===== config.mk =====
export PLATFORM = sky130hd
export DESIGN_NAME = id3v2_text_tag_parser_flat
export DESIGN_NICKNAME = d
export VERILOG_FILES = /design/src/rtl/i3p_pkg.sv /design/src/rtl/i3p_if.sv /design/src/rtl/i3p_core.sv /design/src/rtl/i3p_res_buf.sv /design/src/rtl/id3v2_text_tag_parser.sv /design/src/flat_wrapper.sv
export SDC_FILE = /design/constraint.sdc
export NUM_CORES = 1
export LEC_CHECK = 0
export BUFFER_PORTS_ARGS = -buffer_cell sky130_fd_sc_hd__buf_2
export CAP_MARGIN = 25
export CORE_MARGIN = 1.5
export CORE_UTILIZATION = 60
export DETAILED_ROUTE_END_ITERATION = 10
export PLACE_DENSITY = 0.74
export SYNTH_ARGS = -nofsm -noshare
export SYNTH_HDL_FRONTEND = slang
export SYNTH_SLANG_ARGS = --single-unit

===== constraint.sdc =====
create_clock -name clk_i -period 8.7 [get_ports clk_i]
set_clock_uncertainty 0.15 [all_clocks]
set_input_delay 0.435 -clock clk_i [delete_from_list [all_inputs] [get_ports clk_i]]
set_output_delay 0.435 -clock clk_i [all_outputs]
set_load 0.02 [all_outputs]

===== src/rtl/i3p_pkg.sv =====
`default_nettype none

package i3p_pkg;

  localparam int BYTE_W     = 8;
  localparam int LEN_W      = 7;
  localparam int KIND_W     = 3;
  localparam int TAG_SIZE_W = 28;
  localparam int TAG_END_W  = 29;
  localparam int CFG_IDX_W  = 2;
  localparam int MAX_RES    = 3;
  localparam int RES_CNT_W  = 2;
  localparam int BUF_DEPTH  = 4;
  localparam int BUF_CNT_W  = 3;

  localparam logic [LEN_W-1:0]     LEN_RESET    = 7'h7F;
  localparam logic [TAG_END_W-1:0] HDR_LEN      = 29'd10;
  localparam logic [31:0]          ID_TPE1      = 32'h5450_4531;
  localparam logic [31:0]          ID_TIT2      = 32'h5449_5432;
  localparam logic [23:0]          ID_FOOT      = 24'h33_4449;
  localparam logic [7:0]           MAGIC_0      = 8'h49;
  localparam logic [7:0]           MAGIC_1      = 8'h44;
  localparam logic [7:0]           MAGIC_2      = 8'h33;
  localparam logic [7:0]           VER_3        = 8'd3;
  localparam logic [7:0]           VER_4        = 8'd4;
  localparam logic [7:0]           ENC_LATIN    = 8'd0;
  localparam logic [7:0]           ENC_UTF16    = 8'd1;
  localparam logic [7:0]           BOM_FIRST    = 8'hFF;
  localparam logic [7:0]           BOM_SECOND   = 8'hFE;
  localparam int                   EXT_FLAG_BIT = 6;
  localparam logic [1:0]           TEXT_FRAMES  = 2'd2;

  typedef enum logic [3:0] {
    PH_IDLE,
    PH_HDR,
    PH_EXT_SIZE,
    PH_EXT_SKIP,
    PH_FR_HDR,
    PH_FR_SKIP,
    PH_TX_ENC,
    PH_TX_FIRST,
    PH_TX_SEC,
    PH_TX_REST,
    PH_TX_SKIP,
    PH_DONE
  } phase_e;

  typedef enum logic [KIND_W-1:0] {
    KIND_ARTIST_CHAR = 3'd0,
    KIND_TITLE_CHAR  = 3'd1,
    KIND_ARTIST_END  = 3'd2,
    KIND_TITLE_END   = 3'd3,
    KIND_TAG_DONE    = 3'd4,
    KIND_NO_TAG      = 3'd5
  } kind_e;

  typedef enum logic [CFG_IDX_W-1:0] {
    CFG_ARTIST_MAX = 2'd0,
    CFG_TITLE_MAX  = 2'd1
  } cfg_idx_e;

  typedef struct packed {
    kind_e                 kind;
    logic [BYTE_W-1:0]     char_code;
    logic [TAG_END_W-1:0]  tag_end;
    logic                  last;
  } result_t;

  typedef struct packed {
    result_t [MAX_RES-1:0] res;
    logic [RES_CNT_W-1:0]  count;
  } result_set_t;

endpackage

`default_nettype wire


===== src/rtl/i3p_if.sv =====
`default_nettype none

interface i3p_byte_if;
  logic       valid;
  logic       ready;
  logic [7:0] data_byte;
  logic       start_of_file;

  modport source (output valid, output data_byte, output start_of_file, input ready);
  modport sink   (input valid, input data_byte, input start_of_file, output ready);
endinterface

interface i3p_result_if;
  logic        valid;
  logic        ready;
  logic [2:0]  kind;
  logic [7:0]  char_code;
  logic [28:0] tag_end;
  logic        last;

  modport source (output valid, output kind, output char_code, output tag_end, output last,
                  input ready);
  modport sink   (input valid, input kind, input char_code, input tag_end, input last,
                  output ready);
endinterface

interface i3p_cfg_if;
  logic       valid;
  logic       ready;
  logic [1:0] index;
  logic [6:0] data;

  modport source (output valid, output index, output data, input ready);
  modport sink   (input valid, input index, input data, output ready);
endinterface

`default_nettype wire


===== src/rtl/i3p_core.sv =====
`default_nettype none

module i3p_core (
  input  wire logic                          clk_i,
  input  wire logic                          rst_ni,
  input  wire logic                          cfg_we_i,
  input  wire logic [i3p_pkg::CFG_IDX_W-1:0] cfg_idx_i,
  input  wire logic [i3p_pkg::LEN_W-1:0]     cfg_data_i,
  input  wire logic                          acc_i,
  input  wire logic [i3p_pkg::BYTE_W-1:0]    data_byte_i,
  input  wire logic                          sof_i,
  output i3p_pkg::result_set_t               res_o
);
  import i3p_pkg::*;

  logic [LEN_W-1:0] artist_max_q, title_max_q;

  phase_e                phase_q, phase_c, phase_d;
  logic [3:0]            bc_q, bc_c, bc_d;
  logic [TAG_SIZE_W-1:0] ts_q, ts_c, ts_d;
  logic                  v3_q, v3_d, v4_q, v4_d;
  logic                  ext_q, ext_d;
  logic                  mok_q, mok_c, mok_d;
  logic [31:0]           fh_q, fh_c, fh_d;
  logic [31:0]           br_q, br_c, br_d;
  logic [1:0]            fl_q, fl_c, fl_d;
  logic                  tgt_q, tgt_d;
  logic                  enc0_q, enc0_d, enc1_q, enc1_d;
  logic                  odd_q, odd_d;
  logic [7:0]            first_q, first_d;
  logic                  bom_q, bom_d;

  // config registers
  always_ff @(posedge clk_i or negedge rst_ni) begin
    if (!rst_ni) begin
      artist_max_q <= LEN_RESET;
      title_max_q  <= LEN_RESET;
    end else if (cfg_we_i) begin
      unique case (cfg_idx_i)
        CFG_ARTIST_MAX: artist_max_q <= cfg_data_i;
        CFG_TITLE_MAX:  title_max_q  <= cfg_data_i;
        default: ;
      endcase
    end
  end

  // start of file restarts the walk
  always_comb begin
    if (acc_i && sof_i) begin
      phase_c = PH_HDR;
      bc_c    = '0;
      ts_c    = '0;
      mok_c   = 1'b1;
      fh_c    = '0;
      br_c    = '0;
      fl_c    = TEXT_FRAMES;
    end else begin
      phase_c = phase_q;
      bc_c    = bc_q;
      ts_c    = ts_q;
      mok_c   = mok_q;
      fh_c    = fh_q;
      br_c    = br_q;
      fl_c    = fl_q;
    end
  end

  always_comb begin
    logic [31:0]          fh_new;
    logic [31:0]          t32;
    logic [31:0]          rem;
    logic [LEN_W-1:0]     limit;
    logic                 ft, kept, start_fh, fin_tag, no_tag, stop;
    logic                 char_v;
    logic [7:0]           char_val;
    logic [1:0]           fl_dec;
    logic [RES_CNT_W-1:0] cnt;

    phase_d = phase_c;
    bc_d    = bc_c;
    ts_d    = ts_c;
    mok_d   = mok_c;
    fh_d    = fh_c;
    br_d    = br_c;
    fl_d    = fl_c;
    v3_d    = v3_q;
    v4_d    = v4_q;
    ext_d   = ext_q;
    tgt_d   = tgt_q;
    enc0_d  = enc0_q;
    enc1_d  = enc1_q;
    odd_d   = odd_q;
    first_d = first_q;
    bom_d   = bom_q;

    fh_new   = {fh_c[23:0], data_byte_i};
    t32      = {br_c[24:0], data_byte_i[6:0]};
    rem      = br_c - 32'd1;
    limit    = tgt_q ? artist_max_q : title_max_q;
    ft       = 1'b0;
    kept     = 1'b1;
    start_fh = 1'b0;
    fin_tag  = 1'b0;
    no_tag   = 1'b0;
    stop     = 1'b0;
    char_v   = 1'b0;
    char_val = data_byte_i;
    fl_dec   = '0;

    if (acc_i) begin
      unique case (phase_c)
        PH_HDR: begin
          if (bc_c == 4'd0 && data_byte_i != MAGIC_0) mok_d = 1'b0;
          if (bc_c == 4'd1 && data_byte_i != MAGIC_1) mok_d = 1'b0;
          if (bc_c == 4'd2 && data_byte_i != MAGIC_2) mok_d = 1'b0;
          if (bc_c == 4'd3) begin
            v3_d = (data_byte_i == VER_3);
            v4_d = (data_byte_i == VER_4);
          end
          if (bc_c == 4'd5) ext_d = data_byte_i[EXT_FLAG_BIT];
          if (bc_c >= 4'd6) ts_d = {ts_c[TAG_SIZE_W-8:0], data_byte_i[6:0]};
          if (bc_c < 4'd9) begin
            bc_d = bc_c + 4'd1;
          end else begin
            bc_d = '0;
            if (!mok_c) begin
              no_tag  = 1'b1;
              phase_d = PH_DONE;
            end else if (ext_q) begin
              phase_d = PH_EXT_SIZE;
              br_d    = '0;
            end else begin
              start_fh = 1'b1;
            end
          end
        end
        PH_EXT_SIZE: begin
          if (bc_c < 4'd3) begin
            bc_d = bc_c + 4'd1;
            br_d = t32;
          end else begin
            bc_d = '0;
            if (t32 <= 32'd4) begin
              start_fh = 1'b1;
            end else begin
              br_d    = t32 - 32'd4;
              phase_d = PH_EXT_SKIP;
            end
          end
        end
        PH_EXT_SKIP, PH_FR_SKIP: begin
          br_d = rem;
          if (rem == '0) start_fh = 1'b1;
        end
        PH_FR_HDR: begin
          if (bc_c < 4'd4) begin
            if (bc_c == 4'd0 && data_byte_i == '0) begin
              fin_tag = 1'b1;
              stop    = 1'b1;
            end else begin
              fh_d = fh_new;
              if (bc_c == 4'd2 && fh_new[23:0] == ID_FOOT) begin
                fin_tag = 1'b1;
                stop    = 1'b1;
              end
            end
          end else if (bc_c < 4'd8) begin
            if (v3_q) br_d = {br_c[23:0], data_byte_i};
            else if (v4_q) br_d = t32;
          end
          if (!stop) begin
            if (bc_c < 4'd9) begin
              bc_d = bc_c + 4'd1;
            end else begin
              bc_d = '0;
              if (fh_c == ID_TPE1 || fh_c == ID_TIT2) begin
                tgt_d = (fh_c == ID_TPE1);
                if (br_c == '0) ft = 1'b1;
                else phase_d = PH_TX_ENC;
              end else if (br_c == '0) begin
                start_fh = 1'b1;
              end else begin
                phase_d = PH_FR_SKIP;
              end
            end
          end
        end
        PH_TX_ENC: begin
          enc0_d = (data_byte_i == ENC_LATIN);
          enc1_d = (data_byte_i == ENC_UTF16);
          br_d   = rem;
          if (rem > {25'd0, limit}) phase_d = PH_TX_SKIP;
          else if (rem == '0) ft = 1'b1;
          else if (data_byte_i == ENC_UTF16) phase_d = PH_TX_FIRST;
          else phase_d = PH_TX_REST;
        end
        PH_TX_FIRST: begin
          first_d = data_byte_i;
          br_d    = rem;
          if (rem == '0) begin
            char_v = 1'b1;
            ft     = 1'b1;
          end else begin
            bom_d   = (rem >= 32'd2);
            phase_d = PH_TX_SEC;
          end
        end
        PH_TX_SEC: begin
          br_d     = rem;
          char_val = first_q;
          char_v   = !(bom_q && first_q == BOM_FIRST && data_byte_i == BOM_SECOND);
          odd_d    = 1'b0;
          if (rem == '0) ft = 1'b1;
          else phase_d = PH_TX_REST;
        end
        PH_TX_REST: begin
          if (enc0_q) begin
            char_v = 1'b1;
          end else if (enc1_q) begin
            char_v = !odd_q;
            odd_d  = !odd_q;
          end
          br_d = rem;
          if (rem == '0) ft = 1'b1;
        end
        PH_TX_SKIP: begin
          br_d = rem;
          kept = 1'b0;
          if (rem == '0) ft = 1'b1;
        end
        default: ;
      endcase
    end

    // end of a text frame
    if (ft) begin
      fl_dec = (fl_c != '0) ? fl_c - 2'd1 : '0;
      fl_d   = fl_dec;
      if (fl_dec == '0) fin_tag = 1'b1;
      else start_fh = 1'b1;
    end
    if (start_fh) begin
      phase_d = PH_FR_HDR;
      bc_d    = '0;
      fh_d    = '0;
      br_d    = '0;
    end
    if (fin_tag) phase_d = PH_DONE;

    // pack results in order: character, end marker, tag done or no tag
    res_o = '0;
    cnt   = '0;
    if (char_v) begin
      res_o.res[cnt].kind      = tgt_d ? KIND_ARTIST_CHAR : KIND_TITLE_CHAR;
      res_o.res[cnt].char_code = char_val;
      cnt = cnt + 2'd1;
    end
    if (ft && kept) begin
      res_o.res[cnt].kind = tgt_d ? KIND_ARTIST_END : KIND_TITLE_END;
      cnt = cnt + 2'd1;
    end
    if (fin_tag) begin
      res_o.res[cnt].kind    = KIND_TAG_DONE;
      res_o.res[cnt].tag_end = {1'b0, ts_c} + HDR_LEN;
      cnt = cnt + 2'd1;
    end
    if (no_tag) begin
      res_o.res[cnt].kind = KIND_NO_TAG;
      cnt = cnt + 2'd1;
    end
    if (cnt != '0) res_o.res[cnt - 2'd1].last = 1'b1;
    res_o.count = cnt;
  end

  always_ff @(posedge clk_i or negedge rst_ni) begin
    if (!rst_ni) begin
      phase_q <= PH_IDLE;
      bc_q    <= '0;
      ts_q    <= '0;
      v3_q    <= 1'b0;
      v4_q    <= 1'b0;
      ext_q   <= 1'b0;
      mok_q   <= 1'b0;
      fh_q    <= '0;
      br_q    <= '0;
      fl_q    <= TEXT_FRAMES;
      tgt_q   <= 1'b0;
      enc0_q  <= 1'b1;
      enc1_q  <= 1'b0;
      odd_q   <= 1'b0;
      first_q <= '0;
      bom_q   <= 1'b0;
    end else begin
      phase_q <= phase_d;
      bc_q    <= bc_d;
      ts_q    <= ts_d;
      v3_q    <= v3_d;
      v4_q    <= v4_d;
      ext_q   <= ext_d;
      mok_q   <= mok_d;
      fh_q    <= fh_d;
      br_q    <= br_d;
      fl_q    <= fl_d;
      tgt_q   <= tgt_d;
      enc0_q  <= enc0_d;
      enc1_q  <= enc1_d;
      odd_q   <= odd_d;
      first_q <= first_d;
      bom_q   <= bom_d;
    end
  end

endmodule

`default_nettype wire


===== src/rtl/i3p_res_buf.sv =====
`default_nettype none

module i3p_res_buf (
  input  wire logic                 clk_i,
  input  wire logic                 rst_ni,
  input  wire i3p_pkg::result_set_t push_i,
  input  wire logic                 pop_i,
  output i3p_pkg::result_t          head_o,
  output logic                      valid_o,
  output logic                      room_o
);
  import i3p_pkg::*;

  result_t                slot_q [BUF_DEPTH];
  result_t                slot_d [BUF_DEPTH];
  logic [BUF_CNT_W-1:0]   cnt_q, cnt_d;
  logic [BUF_CNT_W-1:0]   base;

  assign base  = cnt_q - BUF_CNT_W'(pop_i);
  assign cnt_d = base + BUF_CNT_W'(push_i.count);

  always_comb begin
    for (int i = 0; i < BUF_DEPTH; i++) begin
      if (pop_i && i < BUF_DEPTH - 1) slot_d[i] = slot_q[(i + 1) % BUF_DEPTH];
      else slot_d[i] = slot_q[i];
      for (int k = 0; k < MAX_RES; k++) begin
        if (RES_CNT_W'(k) < push_i.count && base + BUF_CNT_W'(k) == BUF_CNT_W'(i)) begin
          slot_d[i] = push_i.res[k];
        end
      end
    end
  end

  always_ff @(posedge clk_i) begin
    for (int i = 0; i < BUF_DEPTH; i++) slot_q[i] <= slot_d[i];
  end

  always_ff @(posedge clk_i or negedge rst_ni) begin
    if (!rst_ni) begin
      cnt_q <= '0;
    end else begin
      cnt_q <= cnt_d;
    end
  end

  // room for a full set of results from one byte
  assign room_o  = (cnt_q <= BUF_CNT_W'(BUF_DEPTH - MAX_RES));
  assign valid_o = (cnt_q != '0);
  assign head_o  = slot_q[0];

endmodule

`default_nettype wire


===== src/rtl/id3v2_text_tag_parser.sv =====
`default_nettype none

// ID3v2 text tag parser. File bytes enter one per transfer on in_i, with
// start_of_file set on byte 0 of each file; the block checks the tag header,
// walks the frames and returns artist and title characters, their end markers
// and a final tag done (with the audio start offset) or no tag result on out_o,
// one result per transfer. A byte is decided in the cycle it is taken; its
// results queue in the four-entry buffer feeding out_o. Throughput is one byte
// per cycle while each byte gives at most one result and out_o takes each;
// in_i.ready drops while two or more results wait. Artist and title length
// limits are written on cfg_i (index 0 artist, 1 title, reset 127) by the user
// only while idle; the block does not enforce this.
module id3v2_text_tag_parser (
  input  wire logic     clk_i,
  input  wire logic     rst_ni,
  i3p_cfg_if.sink       cfg_i,
  i3p_byte_if.sink      in_i,
  i3p_result_if.source  out_o
);
  import i3p_pkg::*;

  logic        in_acc;
  logic        pop;
  logic        room;
  logic        head_valid;
  result_set_t res_set;
  result_t     head;

  assign cfg_i.ready = 1'b1;
  assign in_i.ready  = room;
  assign in_acc      = in_i.valid && room;
  assign pop         = head_valid && out_o.ready;

  i3p_core u_core (
    .clk_i       (clk_i),
    .rst_ni      (rst_ni),
    .cfg_we_i    (cfg_i.valid),
    .cfg_idx_i   (cfg_i.index),
    .cfg_data_i  (cfg_i.data),
    .acc_i       (in_acc),
    .data_byte_i (in_i.data_byte),
    .sof_i       (in_i.start_of_file),
    .res_o       (res_set)
  );

  i3p_res_buf u_res_buf (
    .clk_i   (clk_i),
    .rst_ni  (rst_ni),
    .push_i  (res_set),
    .pop_i   (pop),
    .head_o  (head),
    .valid_o (head_valid),
    .room_o  (room)
  );

  assign out_o.valid     = head_valid;
  assign out_o.kind      = head.kind;
  assign out_o.char_code = head.char_code;
  assign out_o.tag_end   = head.tag_end;
  assign out_o.last      = head.last;

endmodule

`default_nettype wire


===== src/flat_wrapper.sv =====
// flat-port wrapper written by rule: the top's interface ports become plain ports
module id3v2_text_tag_parser_flat import i3p_pkg::*;
  (clk_i, rst_ni, cfg_i_valid, cfg_i_index, cfg_i_data, cfg_i_ready, in_i_valid, in_i_data_byte, in_i_start_of_file, in_i_ready, out_o_valid, out_o_kind, out_o_char_code, out_o_tag_end, out_o_last, out_o_ready);
  i3p_cfg_if cfg_i_i ();
  i3p_byte_if in_i_i ();
  i3p_result_if out_o_i ();
  input  wire logic clk_i;
  input  wire logic rst_ni;
  input wire logic [$bits(cfg_i_i.valid)-1:0] cfg_i_valid;
  input wire logic [$bits(cfg_i_i.index)-1:0] cfg_i_index;
  input wire logic [$bits(cfg_i_i.data)-1:0] cfg_i_data;
  output wire logic [$bits(cfg_i_i.ready)-1:0] cfg_i_ready;
  input wire logic [$bits(in_i_i.valid)-1:0] in_i_valid;
  input wire logic [$bits(in_i_i.data_byte)-1:0] in_i_data_byte;
  input wire logic [$bits(in_i_i.start_of_file)-1:0] in_i_start_of_file;
  output wire logic [$bits(in_i_i.ready)-1:0] in_i_ready;
  output wire logic [$bits(out_o_i.valid)-1:0] out_o_valid;
  output wire logic [$bits(out_o_i.kind)-1:0] out_o_kind;
  output wire logic [$bits(out_o_i.char_code)-1:0] out_o_char_code;
  output wire logic [$bits(out_o_i.tag_end)-1:0] out_o_tag_end;
  output wire logic [$bits(out_o_i.last)-1:0] out_o_last;
  input wire logic [$bits(out_o_i.ready)-1:0] out_o_ready;
  assign cfg_i_i.valid = cfg_i_valid;
  assign cfg_i_i.index = cfg_i_index;
  assign cfg_i_i.data = cfg_i_data;
  assign cfg_i_ready = cfg_i_i.ready;
  assign in_i_i.valid = in_i_valid;
  assign in_i_i.data_byte = in_i_data_byte;
  assign in_i_i.start_of_file = in_i_start_of_file;
  assign in_i_ready = in_i_i.ready;
  assign out_o_valid = out_o_i.valid;
  assign out_o_kind = out_o_i.kind;
  assign out_o_char_code = out_o_i.char_code;
  assign out_o_tag_end = out_o_i.tag_end;
  assign out_o_last = out_o_i.last;
  assign out_o_i.ready = out_o_ready;
  id3v2_text_tag_parser u_core (.clk_i(clk_i), .rst_ni(rst_ni), .cfg_i(cfg_i_i), .in_i(in_i_i), .out_o(out_o_i));
endmodule

==> impl_metrics.tcl <==
set metrics [dict create \
    path_buf_inv 4 \
    antenna_found_initial 0 \
    cts_tree "built" \
    mostFrequentLayoutCells "nand2_1 (275), nor2_1 (204), edfxtp_1 (164), a21oi_1 (151), o21ai_0 (121)" \
    fin_crit_sh_pct 87.5 \
    path_cells "or4_1, or4_1, o31ai_1, nand3_1, or4b_1, or3_1, nor3_1, buf_4, nor2b_1, o21ai_0, inv_1, fa_1, buf_4, nand2b_1, o22a_1, o21ai_1, a21oi_2, nand2_1, buf_4" \
    antenna_left 0 \
    cp-end-kind "flop" \
    root_buffer "clkbuf_16" \
    drc 0 \
    rsz0062_at_grt "false" \
    netlist.area_leader.share_pct 26.6 \
    portBuffers 65 \
    final_common_cell "nand2_1" \
    tns_ns 0 \
    yosysTopAreaCell "edfxtp_1" \
    setup_ws_ns 1.09 \
    start_kind "flop" \
    crit_slowest_cell "or4_1" \
    cts_buffer_depth 3 \
    report.power.total_mw 5.66 \
    yosysUniqueCellTypes 86 \
    cts_resized 0 \
    critPathTopFamily "simple AND/OR/NAND/NOR gates" \
    hold_path_class "input pin to flop" \
    clock_latency_ns 0.53 \
    crit_fanout 41 \
    fp.dieW_um 179 \
    max_stage_delay_ns 0.84 \
    htree_num_levels 2 \
    worstMarginPinSlew_ns 1.06 \
    synth_ff_type "edfxtp_1" \
    wl_per_cell_um 22.8 \
    place_hpwl_um 38800 \
    design_area_um2 20400 \
    cts_buffers 34 \
    ys_async_sr_fraction_pct 45.3 \
    synth_edf_count 164 \
    vias 16500 \
    placementRows 64 \
    io_pins 67 \
    syn_avg_cell_area_um2 9.13 \
    leakagePower_nw 7.95 \
    required_ns 8.70 \
    critical_path_class "flop to flop" \
    placed_cell_area_um2 19100 \
    vdd_ir_drop_max_uv 212 \
    slew_headroom_pct 28.2 \
    viasPerCell 6.74 \
    grt_first_pass_wirelength_um 87100 \
    drtIter0Drc 1871 \
    maxCapViolations 0 \
    holdWs_ns 0.0168 \
    cts_num_sinks 300 \
    stdcell_count 2449 \
    drt-total-wl_um 55800 \
    period_needed_ns 7.61 \
    post_cts_buffers 0 \
    syn_area_um2 18500 \
    fmax_mhz 131 \
    clk_pin_slew_ns 0.07 \
    drive_above_1_share_pct 12.0 \
    detailedPlace.worstSlack_ns 0.746 \
    die_area_um2 31900 \
    place_congestion 0.981 \
    antennaDiodeCount 0 \
    core_um2 30500 \
    final_max_slew_viol_count 0 \
    dpl.cell_count 2379 \
    layout.nets 2082 \
    die_h_um 179 \
    netlist_instances 2027 \
    yosysWarnings 0 \
    start_util_pct 60.7 \
    area_growth_pct 10.1 \
    final-hold-violation-count 0 \
    grt_overflow_total 0 \
    firstDrtPassIters 6 \
    synth-seq-area-share_pct 45.1 \
    yosys_register_bits 300 \
    setup_viol 0 \
    fin_util_pct 66.8 \
    cp.arrival_ns 7.62 \
    track_usage_pct 35.1 \
    cp_common_cell "buf_4" \
    status "complete, no violations" \
    grt_pass1_vias 15600 \
    yosys-top-cells-area "edfxtp_1 (27%), dfrtp_1 (16%), nand2_1 (5.6%)" \
    power_density_nw_per_um2 278 \
    syn_nets 2082 \
    grt_max_degree 83 \
]
worst register-to-register path, stage by stage (launching register included):
cell	delay (ns)
dfrtp_1	0.49
or4_1	0.68
or4_1	0.84
o31ai_1	0.34
nand3_1	0.14
or4b_1	0.66
or3_1	0.40
nor3_1	0.19
buf_4	0.23
nor2b_1	0.14
o21ai_0	0.16
inv_1	0.17
fa_1	0.44
buf_4	0.20
nand2b_1	0.20
o22a_1	0.35
o21ai_1	0.72
a21oi_2	0.16
nand2_1	0.12
buf_4	0.43
state kept, by name, indices dropped and copies added (netlist names), 7 cells and up:
signal / cells
u_core.u_core.ts_q: 28
u_core.u_core.title_max_q: 7
u_core.u_core.fh_q: 32
u_core.u_core.artist_max_q: 7
u_core.u_res_buf.slot_q: 164
u_core.u_core.first_q: 8
u_core.u_core.br_q: 32
report_power, final:
part / internal [mW] / switching (mW)
clock: 0.888 / 0.605
combinational: 0.682 / 1.47
sequential: 1.77 / 0.246
logic make-up (layout without fill, tap and decap cells):
family / Yosys count / count (layout) / share of synthesized area, %
AO/OA/AOI/OAI: 556 / 556 / 20.1
XOR/XNOR: 44 / 44 / 2.08
adder cells (fa/ha/maj): 32 / 32 / 2.24
buffers and inverters: 189 / 215 / 4.09
flip-flops: 300 / 300 / 45.1
multiplexers: 101 / 101 / 5.71
other: 1 / 1 / 0.0203
AND/OR/NAND/NOR: 804 / 804 / 20.6
layout make-up:
| type | instances | area, um^2 |
|---|---|---|
| well taps | 396 | 495 |
| fillers | 2425 | 10100 |
| multi-input cells | 1538 | 9460 |
| clock inverters | 23 | 278 |
| repair buffers | 121 | 800 |
| clock buffers | 39 | 880 |
| inverters | 32 | 120 |
| flip-flops and latches | 300 | 8350 |
synth_stat cells, drive strengths merged (32+ instances only):
cell / n
o2bb2ai: 67
edfxtp: 164
nand2: 275
inv: 32
mux2i: 75
nand3: 59
nor3: 54
o21ai: 126
clkbuf: 121
buf: 36
dfrtp: 120
a21oi: 154
nor2: 204
layer usage:
metal / vias up / global-route usage [%] / wire length [um] / share of wire, %
li1: 7528 / - / - / -
met1: 7856 / 47.6 / 22900 / 41
met2: 937 / 55.0 / 25300 / 45
met3: 179 / 6.39 / 5290 / 9.5
met4: 0 / 15.2 / 2330 / 4.2
met5: - / 0 / 0 / 0
path summary, 6_finish.rpt:
| check | from | end | slack, ns | cells after the start |
|---|---|---|---|---|
| worst max-delay path | u_core.u_core.br_q[7] | u_core.u_res_buf.slot_q[2][32] | 1.09 | 19 |
| worst min-delay path | cfg_i_data[1] | u_core.u_core.title_max_q[1] | 0.02 | 2 |
| worst max register to register | u_core.u_core.br_q[7] | u_core.u_res_buf.slot_q[2][32] | 1.09 | 19 |
| worst min register to register | u_core.u_core.bc_q[0] | u_core.u_core.bc_q[0] | 0.35 | 1 |
| max in group asynchronous | rst_ni | u_core.u_core.br_q[27] | 6.68 | 3 |
| min in group asynchronous | rst_ni | u_core.u_core.fh_q[9] | 0.35 | 2 |
timing repair:
| action | CTS | global route |
|---|---|---|
| hold buffers | 6 | 0 |
| endpoints found under the setup margin | 0 | 0 |
| hold endpoints to repair | 60 | 0 |
Note: power is estimated with default switching activity, not from simulation.
